File: config.mk
export PLATFORM = sky130hd
export DESIGN_NAME = damped_sine_burst_generator
export DESIGN_NICKNAME = d
export VERILOG_FILES = /design/src/dsbg_pkg.sv /design/src/damped_sine_burst_generator.sv
export SDC_FILE = /design/constraint.sdc
export NUM_CORES = 1
export LEC_CHECK = 0
export ABC_AREA = 1
export BUFFER_PORTS_ARGS = -buffer_cell sky130_fd_sc_hd__buf_2
export CORE_AREA = 2 2 213 215
export DETAILED_ROUTE_END_ITERATION = 10
export DIE_AREA = 0 0 215 217
export HOLD_SLACK_MARGIN = 0.1
export SYNTH_ARGS = -nofsm -noshare
export SYNTH_HDL_FRONTEND = slang
export SYNTH_SLANG_ARGS = --single-unit
File: constraint.sdc
create_clock -name clk -period 8.8 [get_ports clk]
set_input_delay 0 -clock clk [delete_from_list [all_inputs] [get_ports clk]]
set_output_delay 0 -clock clk [all_outputs]
set_load 0.05 [all_outputs]
File: src/dsbg_pkg.sv
// Constants and tables shared by the damped sine burst generator.
`default_nettype none

package dsbg_pkg;

  localparam int BURST_LENGTH = 64;
  localparam int IDX_W        = $clog2(BURST_LENGTH);
  localparam logic [IDX_W-1:0] LAST_IDX = IDX_W'(BURST_LENGTH - 1);

  localparam int SEV_W  = 8;
  localparam int AMP_W  = 15;   // severity * 128, at most 32640
  localparam int MAG_W  = 7;    // Q7 sine magnitude
  localparam int PROD_W = AMP_W + MAG_W;
  localparam int CODE_W = 16;

  localparam logic [CODE_W-1:0] MID_SCALE = 16'h8000;
  localparam logic [PROD_W-1:0] SINE_FULL = PROD_W'(127);

  // floor(2^21 / 127); the estimate it gives is low by at most one.
  localparam int RECIP_SHIFT = 21;
  localparam logic [14:0] RECIP_127 = 15'd16513;

  typedef logic [MAG_W-1:0] sine_mag_t [8];
  typedef logic             sine_neg_t [8];

  localparam sine_mag_t SINE_MAG = '{7'd0, 7'd90, 7'd127, 7'd90,
                                     7'd0, 7'd90, 7'd127, 7'd90};
  localparam sine_neg_t SINE_NEG = '{1'b0, 1'b0, 1'b0, 1'b0,
                                     1'b0, 1'b1, 1'b1, 1'b1};

endpackage

`default_nettype wire

File: src/damped_sine_burst_generator.sv
// Top level of the damped sine burst generator: burst sequencer and sample pipeline.
//
//   channel   signals                       handshake
//   trigger   start, severity, busy         taken when start is high and busy is low
//   samples   strobe, dac_code, last_sample one cycle each, no back-pressure
//
// A trigger yields BURST_LENGTH samples, one per clock; the first passes through the
// sequencer, stage A, stage B and the output registers after the request is taken.
// The decay register updates once a cycle. Busy drops in the cycle of the final
// sample of the sequencer, so bursts can follow each other gap-free.
// Reset (rst, synchronous) idles the sequencer and clears the pipeline strobes.
`default_nettype none

module damped_sine_burst_generator (
  input  wire                          clk,
  input  wire                          rst,
  input  wire                          start,
  input  wire [dsbg_pkg::SEV_W-1:0]    severity,
  output logic                         busy,
  output logic                         strobe,
  output logic [dsbg_pkg::CODE_W-1:0]  dac_code,
  output logic                         last_sample
);
  import dsbg_pkg::*;

  // Sequencer.
  logic             active;
  logic [IDX_W-1:0] idx;
  logic [AMP_W-1:0] amp;
  logic [AMP_W+3:0] amp_x15;
  logic [AMP_W-1:0] amp_next;
  logic             accept;
  logic             seq_last;

  // Stage A: sine magnitude times amplitude.
  logic              a_vld;
  logic              a_neg;
  logic              a_last;
  logic [PROD_W-1:0] a_prod;

  // Stage B: quotient estimate.
  logic              b_vld;
  logic              b_neg;
  logic              b_last;
  logic [PROD_W-1:0] b_prod;
  logic [AMP_W-1:0]  b_q;

  logic [PROD_W+14:0] recip_prod;
  logic [PROD_W-1:0]  q_x127;
  logic [PROD_W-1:0]  rem;
  logic [AMP_W-1:0]   q_fix;
  logic [CODE_W-1:0]  dev;
  logic [CODE_W-1:0]  code_next;

  assign seq_last = (idx == LAST_IDX);
  assign busy     = active && !seq_last;
  assign accept   = start && !busy;

  assign amp_x15  = {amp, 4'b0000} - {4'b0000, amp};
  assign amp_next = amp_x15[AMP_W+3:4];

  assign recip_prod = (PROD_W+15)'(a_prod) * (PROD_W+15)'(RECIP_127);

  // The estimate is floor(x/127) or one below it; one compare fixes it.
  assign q_x127    = {b_q, 7'b0000000} - {7'b0000000, b_q};
  assign rem       = b_prod - q_x127;
  assign q_fix     = (rem >= SINE_FULL) ? b_q + AMP_W'(1) : b_q;
  assign dev       = b_neg ? -{1'b0, q_fix} : {1'b0, q_fix};
  assign code_next = b_last ? MID_SCALE : MID_SCALE + dev;

  always_ff @(posedge clk) begin
    if (rst) begin
      active <= 1'b0;
      idx    <= '0;
      a_vld  <= 1'b0;
      b_vld  <= 1'b0;
      strobe <= 1'b0;
    end else begin
      if (accept) begin
        active <= 1'b1;
        idx    <= '0;
      end else if (active) begin
        active <= !seq_last;
        idx    <= idx + IDX_W'(1);
      end
      a_vld  <= active;
      b_vld  <= a_vld;
      strobe <= b_vld;
    end

    if (accept) begin
      amp <= {severity, 7'b0000000};
    end else begin
      amp <= amp_next;
    end

    a_prod <= PROD_W'(SINE_MAG[idx[2:0]]) * PROD_W'(amp);
    a_neg  <= SINE_NEG[idx[2:0]];
    a_last <= seq_last;

    b_prod <= a_prod;
    b_q    <= recip_prod[RECIP_SHIFT+AMP_W-1:RECIP_SHIFT];
    b_neg  <= a_neg;
    b_last <= a_last;

    dac_code    <= code_next;
    last_sample <= b_last;
  end

endmodule

`default_nettype wire
==> Word level (Yosys, flattened, before mapping) <==
Memory sizes are Yosys's and may differ from the RTL's. A register that Yosys moved wholly into a read port is not among the register bits.
Cells that the tools add are included.
{ "word_totals": {"reg_bits": 104, "romBits": 64, "inputBits": 11, "out_inout_bits": 19, "word_cells": 42, "mem_count": 2} }
{ "op_classes": {"add_sub_neg": 7, "mul": 2, "order_cmp": 2, "eq_ne": 1, "n_mux": 7, "n_bitwise": 1, "n_reduce_logical": 5} }
{ "mem_list": {"columns": ["name", "depth", "width", "read_ports", "rd_clocked_by_memory_dff", "wr", "line", "source"], "rows": [
  ["(name not given)", 8, 7, 1, 0, 0, "damped_sine_burst_generator.sv:97", "a_prod <= PROD_W'(SINE_MAG[idx[2:0]]) * PROD_W'(amp);"],
  ["(name not given)", 8, 1, 1, 1, 0, "damped_sine_burst_generator.sv:98", "a_neg <= SINE_NEG[idx[2:0]];"]
]} }
{ "ops": {"columns": ["cell", "n"], "rows": [
  ["22-bit by 15-bit multiplier with 36-bit output (second input constant)", 1],
  ["15-bit 2-to-1 mux", 2],
  ["22-bit by 7-bit greater-or-equal comparator with 1-bit output (second input constant)", 1],
  ["7-bit by 15-bit multiplier with 22-bit output", 1],
  ["22-bit by 15-bit subtractor with 22-bit output", 1],
  ["22-bit subtractor", 1],
  ["19-bit by 15-bit subtractor with 19-bit output", 1],
  ["16-bit adder (first input constant)", 1],
  ["16-bit 2-to-1 mux", 1],
  ["15-bit negation with 16-bit output", 1],
  ["15-bit by 1-bit adder with 15-bit output (second input constant)", 1],
  ["7-bit 2-to-1 mux", 2],
  ["6-bit by 1-bit adder with 6-bit output (second input constant)", 1],
  ["6-bit equality test (second input constant)", 1],
  ["4-bit greater-or-equal comparator (second input constant)", 1],
  ["3-bit NOT with 4-bit output", 1],
  ["1-bit logical AND", 2],
  ["1-bit zero test", 2],
  ["1-bit 2-to-1 mux", 2],
  ["2-bit OR reduction", 1]
]} }

==> Logic depth before layout (Yosys ltp) <==
Gate-level depths: netlist of the first run.
{ "depth": {"word_depth": 7, "mapped_depth": 28, "depth_no_buf": 28} }

==> Worst setup path after synthesis of the first run <==
Ideal clock, no wire load.
{ "synth_timing": {"kind": "register -> register", "start": "register idx[0]", "end": "register a_prod[18]", "arrival_ps": 5062, "slack_ps": 3617, "path_stages_with_launch": 26, "n_path_buf": 1, "period_less_slack_ps": 5183, "cell_sequence": "dfxtp_1 inv_1 ha_1 clkbuf_1 nand2_1 fa_1 inv_1 fa_1 inv_1 fa_1 inv_1 fa_1 ha_1 nand2_1 nor4_1 a21o_1 nand2_1 inv_1 nor2_1 inv_1 a21oi_1 o21ai_0 a21oi_1 nor2_1 nor2_1 xor2_1"} }
{ "synth_between": {"elab_chain_cells": 5} }
{ "synth_lines": {"columns": ["item", "line", "source"], "rows": [
  ["start: declaration", "damped_sine_burst_generator.sv:28", "logic [IDX_W-1:0] idx;"],
  ["start signal: assignment", "damped_sine_burst_generator.sv:84", "idx <= idx + IDX_W'(1);"],
  ["3-bit NOT with 4-bit output (not written as such)", "damped_sine_burst_generator.sv:97", null],
  ["memory 8 x 7 bit", null, null],
  ["7-bit 2-to-1 mux (not written as such) (2 in a row)", "damped_sine_burst_generator.sv:97", null],
  ["7-bit by 15-bit multiplier with 22-bit output", "damped_sine_burst_generator.sv:97", null],
  ["end signal: assignment", "damped_sine_burst_generator.sv:97", null],
  ["end: declaration", "damped_sine_burst_generator.sv:39", "logic [PROD_W-1:0] a_prod;"]
]} }
No other way between the ends. The select of a mux whose other input is x is not followed.
A chain may end at the register's enable or synchronous reset.

==> Final worst setup path of the first run <==
Same ends and word-level chain as after synthesis.

==> Flow_metrics.wiki, run 1 <==
{| class="wikitable"
! Metric !! Value
|-
| Outcome || finished, final reports clean
|-
| Clk_skew || 0.0119 ns
|-
| Number of global-route vias before repair || 8,971
|-
| Clk_lat worst skew || 0.37 ns
|-
| Mapped Avg Cell Area || 7.26 sq um
|-
| Mux share of post-synthesis cell area || 0%
|-
| Number of clock sinks seen by CTS || 105
|-
| Post-synthesis xor/xnor area fraction || 3.84%
|-
| Antenna violations before repair || 0
|-
| Crit Path Class || reg2reg
|-
| Category of the worst setup path launch point || register
|-
| Clock transition at the registers of the reported paths || 0.08 ns
|-
| Number of instances in the synthesized netlist || 1,507
|-
| Length in cells of the worst reg-to-reg path || 24
|-
| Count of placed standard cells including taps || 2,130
|-
| Via count normalized by instance count || 4.30
|-
| Setup TNS || 0 ns
|-
| Minimum clock period || 5.53 ns
|-
| Critical path launch point || idx[0]
|-
| Number of warnings issued by yosys || 0
|-
| Clock tree root driver cell || clkbuf_16
|-
| Transition time at the pin with the least slew margin || 0.743 ns
|-
| Max Fanout on Critical Path || 15
|-
| Hold buffer count at cts || 10
|-
| Sum of net half-perimeters after detailed placement || 22,700 um
|-
| Number of distinct library cell variants in the gate-level netlist after synthesis || 44
|-
| Placer's final routability congestion estimate || 0.889
|-
| Number of core rows || 78
|-
| Flip-flop and latch count after synthesis || 105
|-
| Sequential element share of the synthesized area || 19.2%
|-
| CTS tree || done
|-
| Clock H-tree levels || 3
|-
| Worst-case hold slack || 0.334 ns
|-
| Post-route insts no fill || 2,156
|-
| Top-level I/O count || 30
|-
| Average wire per standard cell || 12.0 um
|-
| CP endpoint kind || register
|-
| Number of vias in the routed layout || 9,269
|-
| Buffers inserted during post-CTS setup optimization || 0
|-
| Share of the synthesized area in compound gates (AO/OA/AOI/OAI) || 7.60%
|-
| Pin count of the biggest net entering global routing || 23
|-
| First-pass GRT wire length || 43,300 um
|-
| Synthesized Nets || 1,762
|-
| Core ar. || 0.0447 sq mm
|-
| Drt first-iter violations || 513
|-
| Type of the worst min-delay path || reg2reg
|-
| WP data arrival || 5.79 ns
|-
| Setup violations, final || 0
|-
| Setup repair after global routing missed its margin || false
|-
| X dimension of the die || 215 um
|-
| Basic-gate share of the synthesized area counting and, or, nand and nor cells || 25.5%
|-
| Maximum count of clock buffers along a single path || 2
|-
| Number of buffers created by CTS || 9
|-
| Number of resized instances in the post-cts repair step || 0
|-
| Reg2Reg Capture Point || a_prod[18]
|-
| Total global routing overflow || 0
|-
| Combined global-route utilization of all metal layers || 11.3%
|-
| Die area || 0.0467 sq mm
|-
| Post-DP Area || 0.0118 sq mm
|-
| Fraction of final layout cells sized beyond drive strength 1 || 6.68%
|-
| Ant. Diodes || 0
|-
| Adder-cell area share of the yosys netlist || 32.5%
|-
| Post-route DRC violation count || 0
|-
| Largest family of logic cells by synthesized area || adder cells
|-
| DIE HEIGHT || 217 um
|-
| Capture point of the worst path || a_prod[18]
|-
| Max Freq || 181 MHz
|-
| Reg-to-reg startpoint || idx[0]
|-
| Post-Synthesis Cell Area || 0.0109 sq mm
|-
| Port Buffer Count || 29
|-
| Endpoints failing hold || 0
|-
| Area growth from synthesis to layout || 11.8%
|-
| Final #Nets || 1,806
|-
| Max-slew violations || 0
|-
| Remaining antenna violation count || 0
|-
| DR pass1 iterations || 5
|-
| Total of max-cap violations || 0
|-
| Initial core utilization || 24.5%
|-
| Total wire length after detailed routing || 25,900 um
|-
| R2R Setup Slk || 3.27 ns
|-
| Worst relative slew slack || 49.2%
|-
| Required time worst endpoint || 9.05 ns
|-
| Part of the cycle the worst path needs || 62.8%
|-
| Final non-filler cell area || 0.0122 sq mm
|}
## cell usage after synthesis (all sizes together)
cell,number,area share [%]
nand2,353,13
o31ai,1,0.069
or2,5,0.29
a21o,2,0.14
o2111ai,1,0.080
a211oi,2,0.14
o22ai,1,0.057
nor3,21,1.0
o21ai,39,1.9
and3,1,0.057
o21a,5,0.34
a31oi,4,0.23
o221ai,1,0.080
dfxtp,105,19
nor2,136,5.2
fa,66,12
nand4,23,1.4
nand3b,7,0.48
a2111oi,1,0.080
ha,178,20
clkbuf,5,0.17
o21bai,4,0.27
nor4,6,0.34
buf,3,0.19
xor2,35,2.8
a21oi,82,3.8
o211ai,5,0.47
nor3b,3,0.21
nand3,77,4.0
inv,322,11
xnor2,13,1.0
## cell type report
cell class	count	area [sq um]
timing repair buffer	41	260
inverter	322	1210
sequential	105	2100
tap	600	751
clock inverter	7	88.8
fill	4921	32500
clock buffer	9	225
multi-input combinational	1072	7580
## critical path, cell delays in order (launching register included)
cell and delay (ns):
dfxtp_1 0.33, inv_1 0.10, ha_1 0.49, nand2_1 0.22
fa_1 0.60, inv_1 0.08, fa_1 0.53, inv_1 0.05
fa_1 0.53, inv_1 0.05, fa_1 0.47, ha_1 0.36
nand2_1 0.10, nor4_1 0.35, a21o_1 0.18, nand2_1 0.05
inv_1 0.07, nor2_1 0.04, inv_1 0.05, a21oi_1 0.07
o21ai_0 0.29, a21oi_1 0.11, nor2_1 0.10, nor2_1 0.05
xor2_1 0.14
## how the worst min path moves through the flow
stage                     cells past startpoint       to        start
after floorplan                               1    b_vld          rst
after global placement                        3  amp[10]  severity[3]
after detailed placement                      3  amp[10]  severity[3]
after CTS                                     0    b_neg        a_neg
after global routing                          0   b_last       a_last
final                                         0    b_neg        a_neg
## state kept, by name, summed over array words and instances, names as in the netlist
signal and count:
idx 6, amp 15, b_neg 1, a_neg 1, strobe 1, last_sample 1, dac_code 16, b_last 1
a_vld 1, b_vld 1, b_prod 22, active 1, a_prod 22, a_last 1, b_q 15
## placed cells by master, fill, tap and decap left out, drive strengths merged, types with 5 or more instances in the layout
cell,instances
a21oi,82
buf,31
clkbuf,9
dfxtp,105
dlygate4sd3,10
fa,66
ha,178
inv,326
nand2,353
nand3,77
nand3b,7
nand4,23
nor2,136
nor3,21
nor4,6
o211ai,5
o21a,5
o21ai,39
or2,5
xnor2,13
xor2,35
## cells by family (layout without fill, tap and decap cells)
logic type / count (synthesis) / after routing
compound gates: 148 / 148
xor+xnor: 48 / 48
fa+ha+maj: 244 / 244
buf+inv: 330 / 379
flops: 105 / 105
simple gates: 632 / 632
## stage by stage
step | worst slack [ns] | util (%)
CTS | 3.22 | 27.3
finish | 3.27 | 27.3
detailed placement | 3.24 | 26.4
floorplan | 3.62 | -
global placement | 3.33 | 26.4
global route | 2.62 | 27.3
## layer usage
metal / vias up / track usage (%) / share of wire [%]
li1: 4836 / - / -
met4: 0 / 3.36 / 2.4
met2: 152 / 19.6 / 47
met5: - / 0 / 0
met3: 40 / 1.51 / 3.0
met1: 4241 / 14.7 / 47
Power of run 1 is left out: the tool's default activity adds up to more than one toggle a clock period on the data nets, which glitch-free logic cannot reach.
==> inputs of run 2 (changes only) <==
ABC_AREA = 0   (was 1)
CORE_AREA = 2 2 203 205   (was 2 2 213 215)
DIE_AREA = 0 0 205 207   (was 0 0 215 217)
clock period = 5.2 ns   (was 8.8 ns; I/O delays follow)
==> run 2 against run 1 <==
Net effect:
- maximum frequency increased by 12%
- synthesized cell count decreased by 26%
- critical path type unchanged
- sequential cell count unchanged
- critical path depth decreased by 5
- register-to-register slack got worse by 3.0 ns
- via count decreased by 18%
- global-route usage decreased by 0.51 points
==> Flow_metrics.wiki, run 2 <==
{| class="wikitable"
! Metric !! Value
|-
| Placer's final routability congestion estimate || 0.872 (-1.9%)
|-
| Post-route DRC violation count || 0 (unchanged)
|-
| Worst-case hold slack || 0.321 ns (-0.0134 ns)
|-
| Number of vias in the routed layout || 7,560 (-18%)
|-
| Cells taking the most area after synthesis || ha_1, dfxtp_1, fa_1, inv_1, xnor2_1
|-
| X dimension of the die || 205 um (-4.7%)
|-
| Crit Path Class || reg2reg
|-
| Mapped Avg Cell Area || 8.93 sq um (+23%)
|-
| Minimum clock period || 4.96 ns (-0.573 ns)
|-
| Maximum count of clock buffers along a single path || 2 (unchanged)
|-
| DIE HEIGHT || 207 um (-4.6%)
|-
| Flip-flop and latch count after synthesis || 105 (unchanged)
|-
| DR pass1 iterations || 4 (-1)
|-
| Worst relative slew slack || 48.9% (-0.26 points)
|-
| Share of flip-flops with an asynchronous set or reset after synthesis || 0% (unchanged)
|-
| Total of max-cap violations || 0 (unchanged)
|-
| Setup violations, final || 0 (unchanged)
|-
| Max Freq || 202 MHz (+12%)
|-
| Leakage || 5.80 nW
|-
| Final non-filler cell area || 0.0117 sq mm (-4.5%)
|-
| Combinational share of power || 72.0%
|-
| Fraction of final layout cells sized beyond drive strength 1 || 12.2% (+5.5 points)
|-
| Category of the worst setup path launch point || register
|-
| Remaining antenna violation count || 0 (unchanged)
|-
| NetSw || 3.72 mW
|-
| Post-Synthesis Cell Area || 0.00994 sq mm (-9.1%)
|-
| CTS tree || done
|-
| Number of distinct library cell variants in the gate-level netlist after synthesis || 71 (+61%)
|-
| Clock H-tree levels || 3 (unchanged)
|-
| Switching share of total power || 49.1%
|-
| Port Buffer Count || 29 (unchanged)
|-
| Clock network fraction of total power || 10.5%
|-
| Post-DP Area || 0.0111 sq mm (-6.2%)
|-
| Clk_lat worst skew || 0.37 ns (about the same)
|-
| Average wire per standard cell || 12.6 um (+5.1%)
|-
| Max Fanout on Critical Path || 8 (-7)
|-
| Most common cell after layout, fill and taps aside || inv_1
|-
| Combined global-route utilization of all metal layers || 10.8% (-0.51 points)
|-
| Initial core utilization || 24.6% (+0.16 points)
|-
| Kind of cell adding the most delay to the critical path || adder cells
|-
| Outcome || finished, final reports clean
|-
| Yosys top cell area share || 22.4% (+2.0 points)
|-
| Sum of net half-perimeters after detailed placement || 18,500 um (-19%)
|-
| Cell with the largest stage delay on the worst path || fa_1
|-
| Number of global-route vias before repair || 7,972 (-11%)
|-
| WP data arrival || 5.25 ns (-0.54 ns)
|-
| Via count normalized by instance count || 4.35 (+1.2%)
|-
| CP endpoint kind || register
|-
| Most used cells in the layout excluding fill and tap cells || inv_1, ha_1, dfxtp_1, nor2_1, fa_1
|-
| Clock transition at the registers of the reported paths || 0.07 ns (about the same)
|-
| Area leader, netlist || ha_1
|-
| Setup repair after global routing missed its margin || true
|-
| Area growth from synthesis to layout || 17.4%
|-
| Number of buffers created by CTS || 9 (unchanged)
|-
| First-pass GRT wire length || 37,700 um (-13%)
|-
| Most numerous cell on the critical path || fa_1
|-
| Core ar. || 0.0404 sq mm (-9.7%)
|-
| Most instantiated cells after synthesis || inv_1, ha_1, dfxtp_1
|-
| Internal power consumption || 3.86 mW
|-
| Total global routing overflow || 0 (unchanged)
|-
| Number of warnings issued by yosys || 0 (unchanged)
|-
| Number of core rows || 74 (-5.1%)
|-
| Sequential element share of the synthesized area || 21.2% (+1.9 points)
|-
| Drt first-iter violations || 333 (-35%)
|-
| R2R Setup Slk || 0.24 ns (-3.03 ns)
|-
| Critical path's largest stage delay || 0.57 ns (-0.03 ns)
|-
| Number of clock sinks seen by CTS || 105 (unchanged)
|-
| Total wire length after detailed routing || 21,900 um (-15%)
|-
| Antenna violations before repair || 0 (unchanged)
|-
| Crit path cell chain || inv_1, ha_4, nand2b_1, fa_1, fa_1, fa_1, inv_1, fa_1, ha_4, a21oi_2, o21bai_1, a21oi_2, o21ai_2, nor4_4, o31ai_2, o211ai_1, o21bai_1, a21oi_1, xnor2_1
|-
| Largest registers || a_prod (22), b_prod (22), dac_code (16)
|-
| Pin count of the biggest net entering global routing || 20 (-13%)
|-
| Maximum vdd drop || 305 uV
|-
| Part of the cycle the worst path needs || 95.3% (+32 points)
|-
| Number of instances in the synthesized netlist || 1,113 (-26%)
|-
| CP bufs+invs || 2 (-4)
|-
| Clock tree root driver cell || clkbuf_16
|-
| Cell with the most instances after synthesis || inv_1
|-
| Top flip-flop cell by instance count after synthesis || dfxtp_1
|-
| Number of filler instances in the final layout || 4,329 (-12%)
|-
| Clk_skew || 0.0121 ns (+0.000217 ns)
|-
| Die area || 0.0424 sq mm (-9.0%)
|-
| Power share of the sequential group || 17.5%
|-
| Endpoints failing hold || 0 (unchanged)
|-
| Final #Nets || 1,454 (-19%)
|-
| Synthesized Nets || 1,368 (-22%)
|-
| Top-level I/O count || 30 (unchanged)
|-
| Number of enable-type register cells in the synthesized netlist || 0 (unchanged)
|-
| Required time worst endpoint || 5.49 ns (-3.56 ns)
|-
| Type of the worst min-delay path || reg2reg
|-
| Max-slew violations || 0 (unchanged)
|-
| Total power per unit cell area || 650 mW/mm^2
|-
| Total power after layout || 7.58 mW
|-
| Transition time at the pin with the least slew margin || 0.765 ns (+0.0221 ns)
|}
run 2: changes by cell type after synthesis, sizes merged, moves of 16 or more:
| cell | delta |
|---|---|
| nand2 | -319 |
| inv | -138 |
| nand3 | -54 |
| nor2 | -45 |
| xnor2 | +42 |
| a21oi | -18 |
| and2 | +17 |
| nand2b | +16 |
run 2: cell type report:
cell class	count	area [sq um]	share of cell area [%]
Antenna cell	1	2.50	0.0215
Clock buffer	11	243	2.08
Clock inverter	5	103	0.880
Inverter	186	698	5.99
Multi-Input combinational cell	805	7200	61.7
Sequential cell	105	2110	18.1
Tap cell	532	666	5.71
Timing Repair Buffer	92	646	5.53
run 2: power groups by stage:
stage                     sequential (mW)  clock, mW  combinational [mW]
after floorplan                      1.41          0                3.86
after global placement               1.34          0                5.25
after detailed placement             1.34          0                5.32
after CTS                            1.33      0.821                5.38
after global routing                 1.37      0.857                6.15
final                                1.33      0.799                5.45
run 2: repair_timing:
action,4_1_cts,5_1_grt
hold endpoints to repair,18,0
setup endpoints to repair,2,7
pin swaps,1,7
setup buffers,0,0
gates resized for setup,3,29
hold buffers,11,0
run 2: final timing paths:
kind	from	to	cells after the start
max	idx[0]	a_prod[21]	19
min	a_neg	b_neg	0
max reg2reg	idx[0]	a_prod[21]	19
min reg2reg	a_neg	b_neg	0
run 2: layer usage:
metal,vias up,global-route usage (%),part of all wire [%]
li1,3906,-,-
met3,15,1.98,3.1
met1,3548,13.9,48
met2,91,19.0,49
met4,0,1.64,0.75
met5,-,0,0
run 2: kinds of logic after synthesis:
family                   count (synthesis)  share of synthesized area, %
AO/OA/AOI/OAI                          186                          12.3
flip-flops                             105                          21.2
buffers and inverters                  203                          7.78
AND/OR/NAND/NOR                        285                          14.7
multiplexers                            11                          1.16
XOR/XNOR                                79                          7.19
adder cells (fa/ha/maj)                244                          35.7
run 2: stage by stage:
step	worst slack, ns	TNS (ns)	utilization [%]	cells
2_1_floorplan	0.0209	0	-	1113
3_3_place_gp	0.0839	0	27.4	1709
3_5_place_dp	-0.0616	-0.0616	27.4	1709
4_1_cts	0.0131	0	28.6	1736
5_1_grt	-0.0832	-0.180	28.9	1736
6_report	0.242	0	28.9	1737
run 2: worst reg2reg max path: cells and delay by family, from the launching register on:
family / cells / cell delay (ns)
fa+ha+maj: 6 / 2.63
compound gates: 8 / 1.17
simple gates: 2 / 0.48
flops: 1 / 0.33
buf+inv: 2 / 0.15
xor+xnor: 1 / 0.13
Note: power is estimated with default switching activity, not from simulation.
==> inputs of run 3 (changes only) <==
REMOVE_ABC_BUFFERS = 1   (was default)
==> run 3 against run 2 <==
Net effect:
- sequential power hardly changed
- cell count is 0.12% higher
- critical endpoint is now a_prod[20]
- clock power is 12% lower
- register-to-register slack worse by 0.05 ns
- die area stayed put
- first-iteration DRC count is 16% lower
- critical path type unchanged
- design area is 0.25% higher
==> Flow_metrics.wiki, run 3 (synthesis results as in run 2) <==
{| class="wikitable"
! Metric !! Value
|-
| Outcome || finished, final reports clean
|-
| Clock transition at the registers of the reported paths || 0.07 ns (about the same)
|-
| Final non-filler cell area || 0.0117 sq mm (+0.25%)
|-
| Antenna violations before repair || 0 (unchanged)
|-
| Max Freq || 200 MHz (-0.92%)
|-
| Via count normalized by instance count || 4.37 (+0.29%)
|-
| Endpoints failing hold || 0 (unchanged)
|-
| Post-route DRC violation count || 0 (unchanged)
|-
| Fraction of final layout cells sized beyond drive strength 1 || 13.1% (+0.88 points)
|-
| Ant. Diodes || 0 (-1)
|-
| DR pass1 iterations || 5 (+1)
|-
| Total global routing overflow || 0 (unchanged)
|-
| Worst relative slew slack || 50.5% (+1.6 points)
|-
| Part of the cycle the worst path needs || 96.2% (+0.88 points)
|-
| Number of filler instances in the final layout || 4,306 (-0.53%)
|-
| Die area || 0.0424 sq mm (unchanged)
|-
| Type of the worst min-delay path || reg2reg
|-
| Drt first-iter violations || 281 (-16%)
|-
| Maximum vdd drop || 300 uV (-1.7%)
|-
| Final #Nets || 1,457 (+0.21%)
|-
| Initial core utilization || 24.6% (unchanged)
|-
| WP data arrival || 5.25 ns (about the same)
|-
| Number of core rows || 74 (unchanged)
|-
| Worst-case hold slack || 0.329 ns (+0.00842 ns)
|-
| CTS tree || done
|-
| Combined global-route utilization of all metal layers || 10.7% (-0.12 points)
|-
| Post-route insts no fill || 1,739 (+0.12%)
|-
| Clk_lat worst skew || 0.36 ns (about the same)
|-
| Top-level I/O count || 30 (unchanged)
|-
| Crit Path Class || reg2reg
|-
| Post-DP Area || 0.0111 sq mm (about the same)
|-
| Count of placed standard cells including taps || 1,710 (+0.059%)
|-
| Remaining antenna violation count || 0 (unchanged)
|-
| Total of max-cap violations || 0 (unchanged)
|-
| Transition time at the pin with the least slew margin || 0.741 ns (-0.0239 ns)
|-
| Largest registers || a_prod (22), b_prod (22), dac_code (16)
|-
| Most common cell after layout, fill and taps aside || inv_1
|-
| Average wire per standard cell || 12.7 um (+0.67%)
|-
| Most used cells in the layout excluding fill and tap cells || inv_1, ha_1, dfxtp_1, nor2_1, fa_1
|-
| Max-slew violations || 0 (unchanged)
|-
| Number of clock sinks seen by CTS || 105 (unchanged)
|-
| Total wire length after detailed routing || 22,100 um (+0.79%)
|-
| Max Fanout on Critical Path || 9 (+1)
|-
| Clk_skew || 0.00781 ns (-0.00432 ns)
|-
| DIE HEIGHT || 207 um (unchanged)
|-
| X dimension of the die || 205 um (unchanged)
|-
| Setup repair after global routing missed its margin || true
|-
| Number of vias in the routed layout || 7,591 (+0.41%)
|-
| Maximum count of clock buffers along a single path || 2 (unchanged)
|-
| Category of the worst setup path launch point || register
|-
| Number of global-route vias before repair || 7,870 (-1.3%)
|-
| Total power after layout || 7.66 mW (+1.1%)
|-
| Area growth from synthesis to layout || 17.7%
|-
| Cells on Worst Hold Path || 0 (unchanged)
|-
| Pin count of the biggest net entering global routing || 20 (unchanged)
|-
| Port Buffer Count || 29 (unchanged)
|-
| Leakage || 5.81 nW (about the same)
|-
| Minimum clock period || 5.00 ns (+0.0460 ns)
|-
| Number of buffers created by CTS || 9 (unchanged)
|-
| Required time worst endpoint || 5.44 ns (-0.05 ns)
|-
| Sum of net half-perimeters after detailed placement || 18,400 um (-0.32%)
|-
| Total power per unit cell area || 655 mW/mm^2 (+0.86%)
|-
| Length in cells of the worst reg-to-reg path || 22 (+3)
|-
| Setup violations, final || 0 (unchanged)
|-
| Clock tree root driver cell || clkbuf_16
|-
| Placer's final routability congestion estimate || 0.891 (+2.2%)
|-
| Clock H-tree levels || 3 (unchanged)
|-
| Final core occ || 29.0% (+0.071 points)
|-
| CP endpoint kind || register
|-
| First-pass GRT wire length || 37,500 um (-0.66%)
|-
| Core ar. || 0.0404 sq mm (unchanged)
|}
==> run 3: worst max-delay path: stages (launching register included) <==
cell	delay [ns]
dfxtp_2	0.36
inv_1	0.08
ha_4	0.20
nor2b_2	0.13
inv_1	0.07
fa_1	0.59
fa_1	0.46
fa_1	0.55
inv_1	0.05
fa_1	0.55
ha_4	0.23
inv_1	0.05
o21bai_1	0.08
a21oi_2	0.18
o21bai_1	0.08
a21oi_1	0.19
o21a_1	0.18
o21ai_1	0.11
a31oi_1	0.26
nor2b_1	0.08
o21ai_1	0.15
a21oi_1	0.10
xor2_1	0.14
==> run 3: path summary, 6_finish.rpt <==
check | startpoint | to | slack (ns)
min | a_last | b_last | 0.33
max reg2reg | idx[1] | a_prod[20] | 0.20
min reg2reg | a_last | b_last | 0.33
max | idx[1] | a_prod[20] | 0.20
==> run 3: timing repair <==
item	in CTS	in global routing
hold buffers	11	0
buffers inserted	0	2
pin swaps	0	9
endpoints found under the setup margin	2	9
gates resized for setup	2	42
cloned	0	0
endpoints found under the hold margin	18	0
==> run 3: metrics by stage <==
| step | setup WS [ns] | TNS [ns] |
|---|---|---|
| 5_1_grt | -0.0454 | -0.148 |
| 6_report | 0.196 | 0 |
| 3_5_place_dp | -0.00359 | -0.00359 |
| 3_3_place_gp | 0.101 | 0 |
| 2_1_floorplan | 0.0452 | 0 |
| 4_1_cts | 0.0304 | 0 |
==> run 3: cell type report <==
class | instances | area [sq um] | area share [%]
clock buffer | 12 | 256 | 2.19
clock inverter | 4 | 51.3 | 0.439
inverter | 186 | 698 | 5.97
multi-input combinational | 805 | 7250 | 62.0
sequential | 105 | 2110 | 18.0
tap | 532 | 666 | 5.69
timing repair buffer | 95 | 668 | 5.71
==> run 3: layer usage <==
layer  track usage (%)  up-vias  share of wire, %
met3              1.76       23               2.8
met5                 0        -                 0
met2              18.4      119                48
met4              2.21        0               1.6
met1              14.0     3532                48
li1                  -     3917                 -
==> run 3: power breakdown <==
group          internal (mW)  switching [mW]  leakage (nW)
clock network          0.400           0.304         0.149
logic                   2.40            3.24          4.79
registers               1.08           0.237         0.869
